--- src/sts_pkg.sv ---
// ----------------------------------------------------------------------------
// sts_pkg
// Shared types and codes for the sorted table search core: request and
// response beats, opcodes and the sequencer states.
// ----------------------------------------------------------------------------
package sts_pkg;

   localparam int VALUE_W = 32;
   localparam int INDEX_W = 6;
   localparam int COUNT_W = 7;

   // Request opcodes
   localparam logic [1:0] OP_LOAD   = 2'd0;
   localparam logic [1:0] OP_BINARY = 2'd1;
   localparam logic [1:0] OP_INTERP = 2'd2;

   typedef struct packed {
      logic [1:0]                opcode;
      logic [INDEX_W-1:0]        load_index;
      logic signed [VALUE_W-1:0] element_value;
      logic signed [VALUE_W-1:0] search_key;
   } sts_req_type;

   typedef struct packed {
      logic               found;
      logic [COUNT_W-1:0] position;
      logic [COUNT_W-1:0] probe_count;
   } sts_rsp_type;

   typedef enum logic [3:0] {
      ST_IDLE,
      ST_CHECK,
      ST_RD_HI,
      ST_CALC,
      ST_MUL,
      ST_DIV,
      ST_POS,
      ST_PROBE,
      ST_FINISH
   } sts_state_type;

endpackage

--- src/sorted_table_search_core.sv ---
// ----------------------------------------------------------------------------
// sorted_table_search_core
// Ascending table of signed 32-bit values with binary and interpolation
// search, driven by a small sequencer over one table read port and one
// restoring divider that only interpolation search uses.
// ----------------------------------------------------------------------------
// A load beat with an index inside the table writes that entry in the cycle it
// is accepted and the core is ready again at once. A search beat holds
// req_stall high until its response is registered. The single registered read
// port means a binary probe passes through the check and probe states. An
// interpolation probe reads t[lo] and t[hi], multiplies and divides with the
// divider producing one quotient bit per cycle, then probes, or skips the
// multiply and divide when the range ends hold equal values. A hit goes from
// the probe state to finish, an exhausted range returns to the check state
// first, and a key outside the range ends stops in the calc state. A search
// with element_count 0 goes from check to finish. A finished response waits
// in an output register, so the next request is taken while it is stalled; a
// search finishing while that register stalls holds req_stall until it drains.
module sorted_table_search_core
   import sts_pkg::*;
#(
   parameter int TABLE_DEPTH = 64
) (
   input  logic               clock,
   input  logic               reset,
   input  logic               req_valid,
   output logic               req_stall,
   input  sts_req_type        req_data,
   output logic               rsp_valid,
   input  logic               rsp_stall,
   output sts_rsp_type        rsp_data,
   input  logic               csr_valid,
   output logic               csr_ready,
   input  logic [COUNT_W-1:0] csr_data
);

   localparam int IW = (TABLE_DEPTH > 1) ? $clog2(TABLE_DEPTH) : 1;
   localparam int PW = IW + 2;                  // signed lo / hi bounds
   localparam int AW = (IW > INDEX_W) ? IW : INDEX_W;
   localparam int XW = (PW > COUNT_W) ? PW : COUNT_W;
   localparam int NW = IW + VALUE_W;            // interpolation numerator
   localparam int SW = $clog2(IW + 1);

   // Table storage
   logic signed [VALUE_W-1:0] mem [TABLE_DEPTH];
   logic signed [VALUE_W-1:0] rd_data_ff;
   logic [IW-1:0]             rd_addr;
   logic                      mem_we;
   logic [AW-1:0]             idx_wide;
   logic                      idx_ok;

   // Sequencer and datapath registers
   sts_state_type             state_ff, state_in;
   logic [COUNT_W-1:0]        count_ff;
   logic                      interp_ff, interp_in;
   logic signed [VALUE_W-1:0] key_ff, key_in;
   logic signed [PW-1:0]      lo_ff, lo_in;
   logic signed [PW-1:0]      hi_ff, hi_in;
   logic [IW-1:0]             p_ff, p_in;
   logic signed [VALUE_W-1:0] vlo_ff, vlo_in;
   logic [IW-1:0]             span_ff, span_in;
   logic [VALUE_W-1:0]        kdiff_ff, kdiff_in;
   logic [VALUE_W-1:0]        den_ff, den_in;
   logic [VALUE_W-1:0]        rem_ff, rem_in;
   logic [IW-1:0]             quo_ff, quo_in;
   logic [SW-1:0]             step_ff, step_in;
   logic [COUNT_W-1:0]        probes_ff, probes_in;
   logic                      found_ff, found_in;
   logic                      rsp_valid_ff, rsp_valid_in;
   sts_rsp_type               rsp_data_ff, rsp_data_in;

   // Helper terms
   logic signed [PW-1:0]      live;
   logic signed [PW-1:0]      mid;
   logic signed [PW-1:0]      p_ext;
   logic [NW-1:0]             product;
   logic [VALUE_W+1:0]        trial;
   logic [IW-1:0]             interp_pos;
   logic [XW-1:0]             pos_x;

   assign csr_ready = 1'b1;
   assign rsp_valid = rsp_valid_ff;
   assign rsp_data  = rsp_data_ff;

   // Load address, ignored past the table depth
   assign idx_wide = AW'(req_data.load_index);
   assign idx_ok   = (int'(req_data.load_index) < TABLE_DEPTH);

   // Searched length is clipped to the depth
   always_comb begin
      if (int'(count_ff) > TABLE_DEPTH) begin
         live = PW'(TABLE_DEPTH);
      end else begin
         live = PW'(count_ff);
      end
   end

   assign mid        = lo_ff + ((hi_ff - lo_ff) >>> 1);
   assign p_ext      = signed'(PW'(p_ff));
   assign product    = NW'(span_ff) * NW'(kdiff_ff);
   assign trial      = {1'b0, rem_ff, quo_ff[IW-1]} - {2'b00, den_ff};
   assign interp_pos = lo_ff[IW-1:0] + quo_ff;
   assign pos_x      = XW'(p_ff) + XW'(1);

   // Table write and registered read
   always_ff @(posedge clock) begin
      if (mem_we) begin
         mem[idx_wide[IW-1:0]] <= req_data.element_value;
      end
      rd_data_ff <= mem[rd_addr];
   end

   // Configuration register
   always_ff @(posedge clock) begin
      if (reset) begin
         count_ff <= '0;
      end else if (csr_valid && csr_ready) begin
         count_ff <= csr_data;
      end
   end

   // State and control registers
   always_ff @(posedge clock) begin
      if (reset) begin
         state_ff     <= ST_IDLE;
         rsp_valid_ff <= 1'b0;
      end else begin
         state_ff     <= state_in;
         rsp_valid_ff <= rsp_valid_in;
      end
   end

   // Datapath registers
   always_ff @(posedge clock) begin
      interp_ff   <= interp_in;
      key_ff      <= key_in;
      lo_ff       <= lo_in;
      hi_ff       <= hi_in;
      p_ff        <= p_in;
      vlo_ff      <= vlo_in;
      span_ff     <= span_in;
      kdiff_ff    <= kdiff_in;
      den_ff      <= den_in;
      rem_ff      <= rem_in;
      quo_ff      <= quo_in;
      step_ff     <= step_in;
      probes_ff   <= probes_in;
      found_ff    <= found_in;
      rsp_data_ff <= rsp_data_in;
   end

   // Sequencer
   always_comb begin
      state_in     = state_ff;
      interp_in    = interp_ff;
      key_in       = key_ff;
      lo_in        = lo_ff;
      hi_in        = hi_ff;
      p_in         = p_ff;
      vlo_in       = vlo_ff;
      span_in      = span_ff;
      kdiff_in     = kdiff_ff;
      den_in       = den_ff;
      rem_in       = rem_ff;
      quo_in       = quo_ff;
      step_in      = step_ff;
      probes_in    = probes_ff;
      found_in     = found_ff;
      rsp_data_in  = rsp_data_ff;
      rd_addr      = p_ff;
      mem_we       = 1'b0;
      req_stall    = (state_ff != ST_IDLE);
      rsp_valid_in = rsp_valid_ff && rsp_stall;

      unique case (state_ff)
         ST_IDLE: begin
            if (req_valid) begin
               case (req_data.opcode) inside
                  OP_LOAD: begin
                     mem_we = idx_ok;
                  end
                  OP_BINARY, OP_INTERP: begin
                     interp_in = (req_data.opcode == OP_INTERP);
                     key_in    = req_data.search_key;
                     lo_in     = '0;
                     hi_in     = live - PW'(1);
                     probes_in = '0;
                     found_in  = 1'b0;
                     state_in  = ST_CHECK;
                  end
                  default: begin
                  end
               endcase
            end
         end

         // Range still live? Binary probes mid, interpolation fetches t[lo]
         ST_CHECK: begin
            if (lo_ff > hi_ff) begin
               state_in = ST_FINISH;
            end else if (interp_ff) begin
               rd_addr  = lo_ff[IW-1:0];
               state_in = ST_RD_HI;
            end else begin
               p_in     = mid[IW-1:0];
               rd_addr  = mid[IW-1:0];
               state_in = ST_PROBE;
            end
         end

         ST_RD_HI: begin
            vlo_in   = rd_data_ff;
            rd_addr  = hi_ff[IW-1:0];
            state_in = ST_CALC;
         end

         // t[hi] is on the read port; key outside the ends stops the search
         ST_CALC: begin
            if (key_ff < vlo_ff || key_ff > rd_data_ff) begin
               state_in = ST_FINISH;
            end else if (lo_ff == hi_ff || vlo_ff == rd_data_ff) begin
               p_in     = lo_ff[IW-1:0];
               rd_addr  = lo_ff[IW-1:0];
               state_in = ST_PROBE;
            end else begin
               span_in  = IW'(hi_ff - lo_ff);
               kdiff_in = VALUE_W'(key_ff - vlo_ff);
               den_in   = VALUE_W'(rd_data_ff - vlo_ff);
               state_in = ST_MUL;
            end
         end

         // Quotient is below 2**IW, so the upper numerator bits are a
         // valid starting remainder
         ST_MUL: begin
            rem_in   = product[NW-1:IW];
            quo_in   = product[IW-1:0];
            step_in  = SW'(IW);
            state_in = ST_DIV;
         end

         // One restoring divide step per cycle
         ST_DIV: begin
            if (trial[VALUE_W+1]) begin
               rem_in = {rem_ff[VALUE_W-2:0], quo_ff[IW-1]};
            end else begin
               rem_in = trial[VALUE_W-1:0];
            end
            quo_in    = quo_ff << 1;
            quo_in[0] = ~trial[VALUE_W+1];
            step_in   = step_ff - SW'(1);
            if (step_ff == SW'(1)) begin
               state_in = ST_POS;
            end
         end

         ST_POS: begin
            p_in     = interp_pos;
            rd_addr  = interp_pos;
            state_in = ST_PROBE;
         end

         // Compare the probed entry and narrow the range
         ST_PROBE: begin
            probes_in = probes_ff + COUNT_W'(1);
            if (rd_data_ff == key_ff) begin
               found_in = 1'b1;
               state_in = ST_FINISH;
            end else begin
               if (rd_data_ff < key_ff) begin
                  lo_in = p_ext + PW'(1);
               end else begin
                  hi_in = p_ext - PW'(1);
               end
               state_in = ST_CHECK;
            end
         end

         // Hand the beat to the output register once it is free
         ST_FINISH: begin
            if (!rsp_valid_ff || !rsp_stall) begin
               rsp_valid_in             = 1'b1;
               rsp_data_in.found        = found_ff;
               rsp_data_in.position     = found_ff ? pos_x[COUNT_W-1:0] : '0;
               rsp_data_in.probe_count  = probes_ff;
               state_in                 = ST_IDLE;
            end
         end

         default: begin
            state_in = ST_IDLE;
         end
      endcase
   end

endmodule

--- config.mk ---
export PLATFORM = sky130hd
export DESIGN_NAME = sorted_table_search_core
export DESIGN_NICKNAME = d
export VERILOG_FILES = /design/src/sts_pkg.sv /design/src/sorted_table_search_core.sv
export SDC_FILE = /design/constraint.sdc
export NUM_CORES = 2
export LEC_CHECK = 0
export BUFFER_PORTS_ARGS = -buffer_cell sky130_fd_sc_hd__buf_2
export CAP_MARGIN = 20
export CORE_MARGIN = 3
export CORE_UTILIZATION = 30
export DETAILED_ROUTE_END_ITERATION = 16
export PLACE_DENSITY = 0.5
export SYNTH_ARGS = -nofsm -noshare
export SYNTH_HDL_FRONTEND = slang
export SYNTH_SLANG_ARGS = --single-unit
--- constraint.sdc ---
create_clock -name clock -period 13.8 [get_ports clock]
set_clock_uncertainty 0.15 [all_clocks]
set_input_delay 0 -clock clock [delete_from_list [all_inputs] [get_ports clock]]
set_output_delay 0 -clock clock [all_outputs]
set_load 0.005 [all_outputs]
==> impl_summary.md <==
Run status
The run finished with clean final reports.

STA
For the final routed database, the setup TNS stands at 0 ns. Based on the critical path, the design can be clocked at up to 125 MHz. In the finished design, the share of the clock period the worst path needs comes to 58.1%. The worst slew margin relative to its limit is 13.9%.

The final count of pins violating max slew is 0. The minimum setup slack in the final design is 5.78 ns. The transition time at the pin with the least slew margin is 1.28 ns. The number of setup violations in the final report is 0. The number of failing hold endpoints at the final stage was 0.

The time the final worst path needs with I/O delays and setup is 8.02 ns. Setup repair after global routing left no endpoint under its margin.

Critical path
The signal on the critical path passes through ha_1, a211oi_1, o21ai_0, a221oi_1, o21ai_1, o211ai_1, and2_1, nor4_1, a31oi_1, and3_4, buf_4, buf_4, nand2_1, nand3_1, nand4_1, nor3_1, or4_1. The worst-case reg-to-reg path depth is 17. The library cell contributing the largest single delay on the critical path is sky130_fd_sc_hd__nor3_1. Counting stages on the worst path, the most repeated cell is sky130_fd_sc_hd__buf_4. The category of the critical setup timing path is reg -> reg. In this design, the stage delay of the slowest critical-path cell is around 1.1 ns. The critical path data required time is 14.43 ns. The endpoint class of the critical path is a flop. The worst setup path is launched from a flop. The signal arrival time at the worst endpoint is 8.65 ns.

The maximum net fanout on the critical path is 78.

Floorplan
The die is 587 microns tall. In this run the standard cell core region covers roughly 330,000 sq um. The width of the die is 587 microns.

In this run the count of I/O pins placed on the die edge is a little over 100. The floorplan step defined a die boundary enclosing approximately 340,000 sq um. Once the floorplan was initialized, standard cells occupied a little under a third of the core. The number of cell rows is about 210.

Clocking
The clock passes through at most 4 buffers. CTS saw between 2,000 and 2,500 sinks. The H-tree was split into 4 levels. The number of buffers added by the clock tree synthesis step is roughly 240. The clock transition at the registers of the reported paths is 0.06 ns. The later pin in the worst-skew pair is clocked with a latency of ~0.91 ns. The root buffer selected by CTS is sky130_fd_sc_hd__clkbuf_16. The number of resized instances in the post-cts repair step is 0. TritonCTS built the clock tree.

Final layout
The area used by sequential logic in the layout is 69,000 sq um. In the final design database the tool counted 8,609 nets. Of the cells placed in the final design, the portion with a size suffix greater than 1 is a little under a tenth. The growth of design area from synthesis to finish is 15.4%.

The filler cell count is 32,700. The total area of multi-input combinational cells is 29,900 sq um. The final core area utilization is 34.9%.

Logic synthesis
Of the total synthesized cell area, the portion taken by AND, OR, NAND and NOR gates is between 10% and 20%. After synthesis, the share of flip-flops with an asynchronous set or reset is 0%. Averaged over all synthesized cells, the footprint is 12.8 sq um. Multiplexer cells account for ~2.4% of the synthesized area. The fraction of the mapped netlist area in compound gates is 5.03%. The share of the synthesized netlist area taken by xor and xnor gates is ~1.2%. The warning count from the yosys run is 0.

The number of enable flip-flop cells after synthesis is 2,268. The top cell type by area accounts for 67.2% of the synthesized area. In this run the cell area of the synthesized design comes to about 100,000 sq um. Ranked by total cell area, the synthesized netlist is headed by sky130_fd_sc_hd__edfxtp_1 67%, sky130_fd_sc_hd__nand2_1 6.7%, sky130_fd_sc_hd__nand3_1 3.6%. The most used flip-flop cell after synthesis is sky130_fd_sc_hd__edfxtp_1. After synthesis, the largest family of logic cells by area is simple AND/OR/NAND/NOR gates. Synthesis inferred ~2,300 register bits. The netlist uses 90 different library cells. The net count after synthesis is 8,333. The instance count of the mapped netlist is between 7,000 and 8,000. The library cell with the largest summed area after synthesis is sky130_fd_sc_hd__edfxtp_1.

The adder and majority gate portion of the synthesized area is 5.03%. Summing the sequential cell areas from Yosys gives just under 70% of the chip area.

Job
The reported max-cap violation count is 0.

Worst hold path
The path class of the tightest hold or removal check is in -> reg. The hold-critical path depth is 4.

Routing
The final routed wire length divided by cell count is ~25 microns. The first-pass iteration count of the detailed router is 6. In this run the remaining antenna-violating nets after routing total 0.

The sum of routed wire length over all layers is 323,000 microns. The count of vias placed by the detailed router is between 60,000 and 70,000. The number of design-rule violations left by the first detailed-router iteration is 7,177.

Dividing the detail-routed via count by the number of cells gives 5.12. The remaining routing DRC violations is 0.

Global routing
Global routing finished with a remaining overflow of 0. The maximum number of pins on one net before global-route repair is 148. The number of global-route vias before repair is 63,700. The first global-routing pass estimated 462,000 microns of wire.

The number of antenna violations at the first check in global routing is 35. Across every metal layer, demand over resource in global routing totals 18.1%.

Placed design
At the end of routability-driven placement, the weighted congestion stood at 0.850. The number of I/O port buffers is 100. The wire-length estimate of the detail-placed layout is 184,000 microns.

Timing analysis after detailed placement gives a worst setup slack of 5.81 ns.

Power
VDD sags by at most 0.113 mV. Summed over all cells, the static leakage comes to 40.9 nW. The power density normalized to cell area is 164 nW/um^2.
layout make-up:
class / count / share of cell area, %
Multi-Input combinational cell: 4883 / 25.6
Clock buffer: 308 / 5.44
Tap cell: 4494 / 4.81
Timing Repair Buffer: 434 / 3.06
Inverter: 326 / 1.05
Antenna cell: 12 / 0.0257
Clock inverter: 123 / 1.03
Sequential cell: 2312 / 59.0
sequential cells by signal (all words and copies together) (netlist names):
register and flops:
kdiff_ff 32, key_ff 32, vlo_ff 32, p_ff 6, den_ff 32, rsp_data 15
found_ff 1, state_ff 4, probes_ff 7, rd_data_ff 32, mem 2048, rsp_valid 1
count_ff 7, rem_ff 32, span_ff 6, hi_ff 8, quo_ff 6, interp_ff 1
lo_ff 7, step_ff 3
metal layers:
layer,up-vias,track usage [%],wire length [microns]
li1,29400,-,-
met1,33700,26.4,146000
met2,2586,28.5,146000
met3,392,2.49,22900
met4,10,4.04,7200
met5,-,0,67
through the flow:
stage	instance area, sq um	power [mW]	hold slack, ns	instances
4_1_cts	117000	19.3	0.0261	12900
3_5_place_dp	108000	12.9	0.0325	12300
3_3_place_gp	108000	12.9	0.0406	12300
5_1_grt	117000	20.0	0.0793	12900
6_report	117000	19.2	0.0720	12900
2_1_floorplan	101000	10.9	-0.0809	7918
where the power goes:
part / switching (mW) / total (mW) / leakage [nW] / internal, mW
Sequential: 0.122 / 8.05 / 20.8 / 7.92
Clock: 2.73 / 6.37 / 3.70 / 3.65
Combinational: 3.39 / 4.78 / 16.4 / 1.39
Total: 6.24 / 19.2 / 40.9 / 13.0
cell families (layout without fill, tap and decap cells):
logic type                 count (synthesis)  after routing
other                                      1             13
DFF                                     2312           2312
and+or+nand+nor                         3431           3431
buffers and inverters                    723           1191
xor gates and xnor gates                 134            134
AOI/OAI and AO/OA                        743            743
adders and majority gates                331            331
muxes                                    243            243
path summary, 6_finish.rpt:
path | from | to | slack [ns]
max | key_ff[17]$_DFFE_PP_ | rd_data_ff[21]$_DFF_P_ | 5.78
min | req_data[64] | mem[40][23]$_DFFE_PP_ | 0.07
max reg2reg | key_ff[17]$_DFFE_PP_ | rd_data_ff[21]$_DFF_P_ | 5.78
min reg2reg | rd_data_ff[30]$_DFF_P_ | vlo_ff[30]$_DFFE_PP_ | 0.32
layout by cell type (no fill, tap or decap), types with 127 or more instances in the layout:
cell / count
sky130_fd_sc_hd__clkbuf_16: 240
sky130_fd_sc_hd__buf_4: 173
sky130_fd_sc_hd__fa_1: 127
sky130_fd_sc_hd__ha_1: 204
sky130_fd_sc_hd__nor3_1: 143
sky130_fd_sc_hd__edfxtp_1: 2268
sky130_fd_sc_hd__inv_1: 326
sky130_fd_sc_hd__nand3_1: 736
sky130_fd_sc_hd__a32oi_1: 128
sky130_fd_sc_hd__a21oi_1: 165
sky130_fd_sc_hd__and2_1: 192
sky130_fd_sc_hd__dlygate4sd3_1: 142
sky130_fd_sc_hd__mux2i_1: 212
sky130_fd_sc_hd__nand2_1: 1811
sky130_fd_sc_hd__nor2_1: 163
what timing repair did:
item	in CTS	in global routing
hold endpoints to repair	2170	0
hold buffers	142	0
setup buffers	0	0
endpoints found under the setup margin	0	0
synthesized netlist by cell type, drive strengths merged (8+ instances only):
cell and instances:
o21ai 89, dfxtp 44, nand2 1812, a21boi 10
xnor2 87, a31oi 122, clkbuf 188, mux2 31
a2111oi 10, and2 193, nand3 739, nor3 150
nor2 237, o211ai 10, and3 29, nand2b 21
ha 204, or4 27, a211oi 18, or3 20
fa 127, o21bai 18, a21oi 165, o21a 17
a22oi 16, mux2i 212, nor4 16, and4 8
inv 326, o22ai 13, a32oi 128, nor2b 29
nand4 126, a221oi 9, a21o 45, buf 209
edfxtp 2268, xor2 46
critical path: cells and delay by family (launching register included):
family | cells | cell delay, ns
buffers and inverters | 2 | 1.53
AO/OA/AOI/OAI | 6 | 1.83
flip-flops | 1 | 0.44
AND/OR/NAND/NOR | 8 | 3.34
adder cells (fa/ha/maj) | 1 | 0.41
Power figures use the tool's default switching activity.
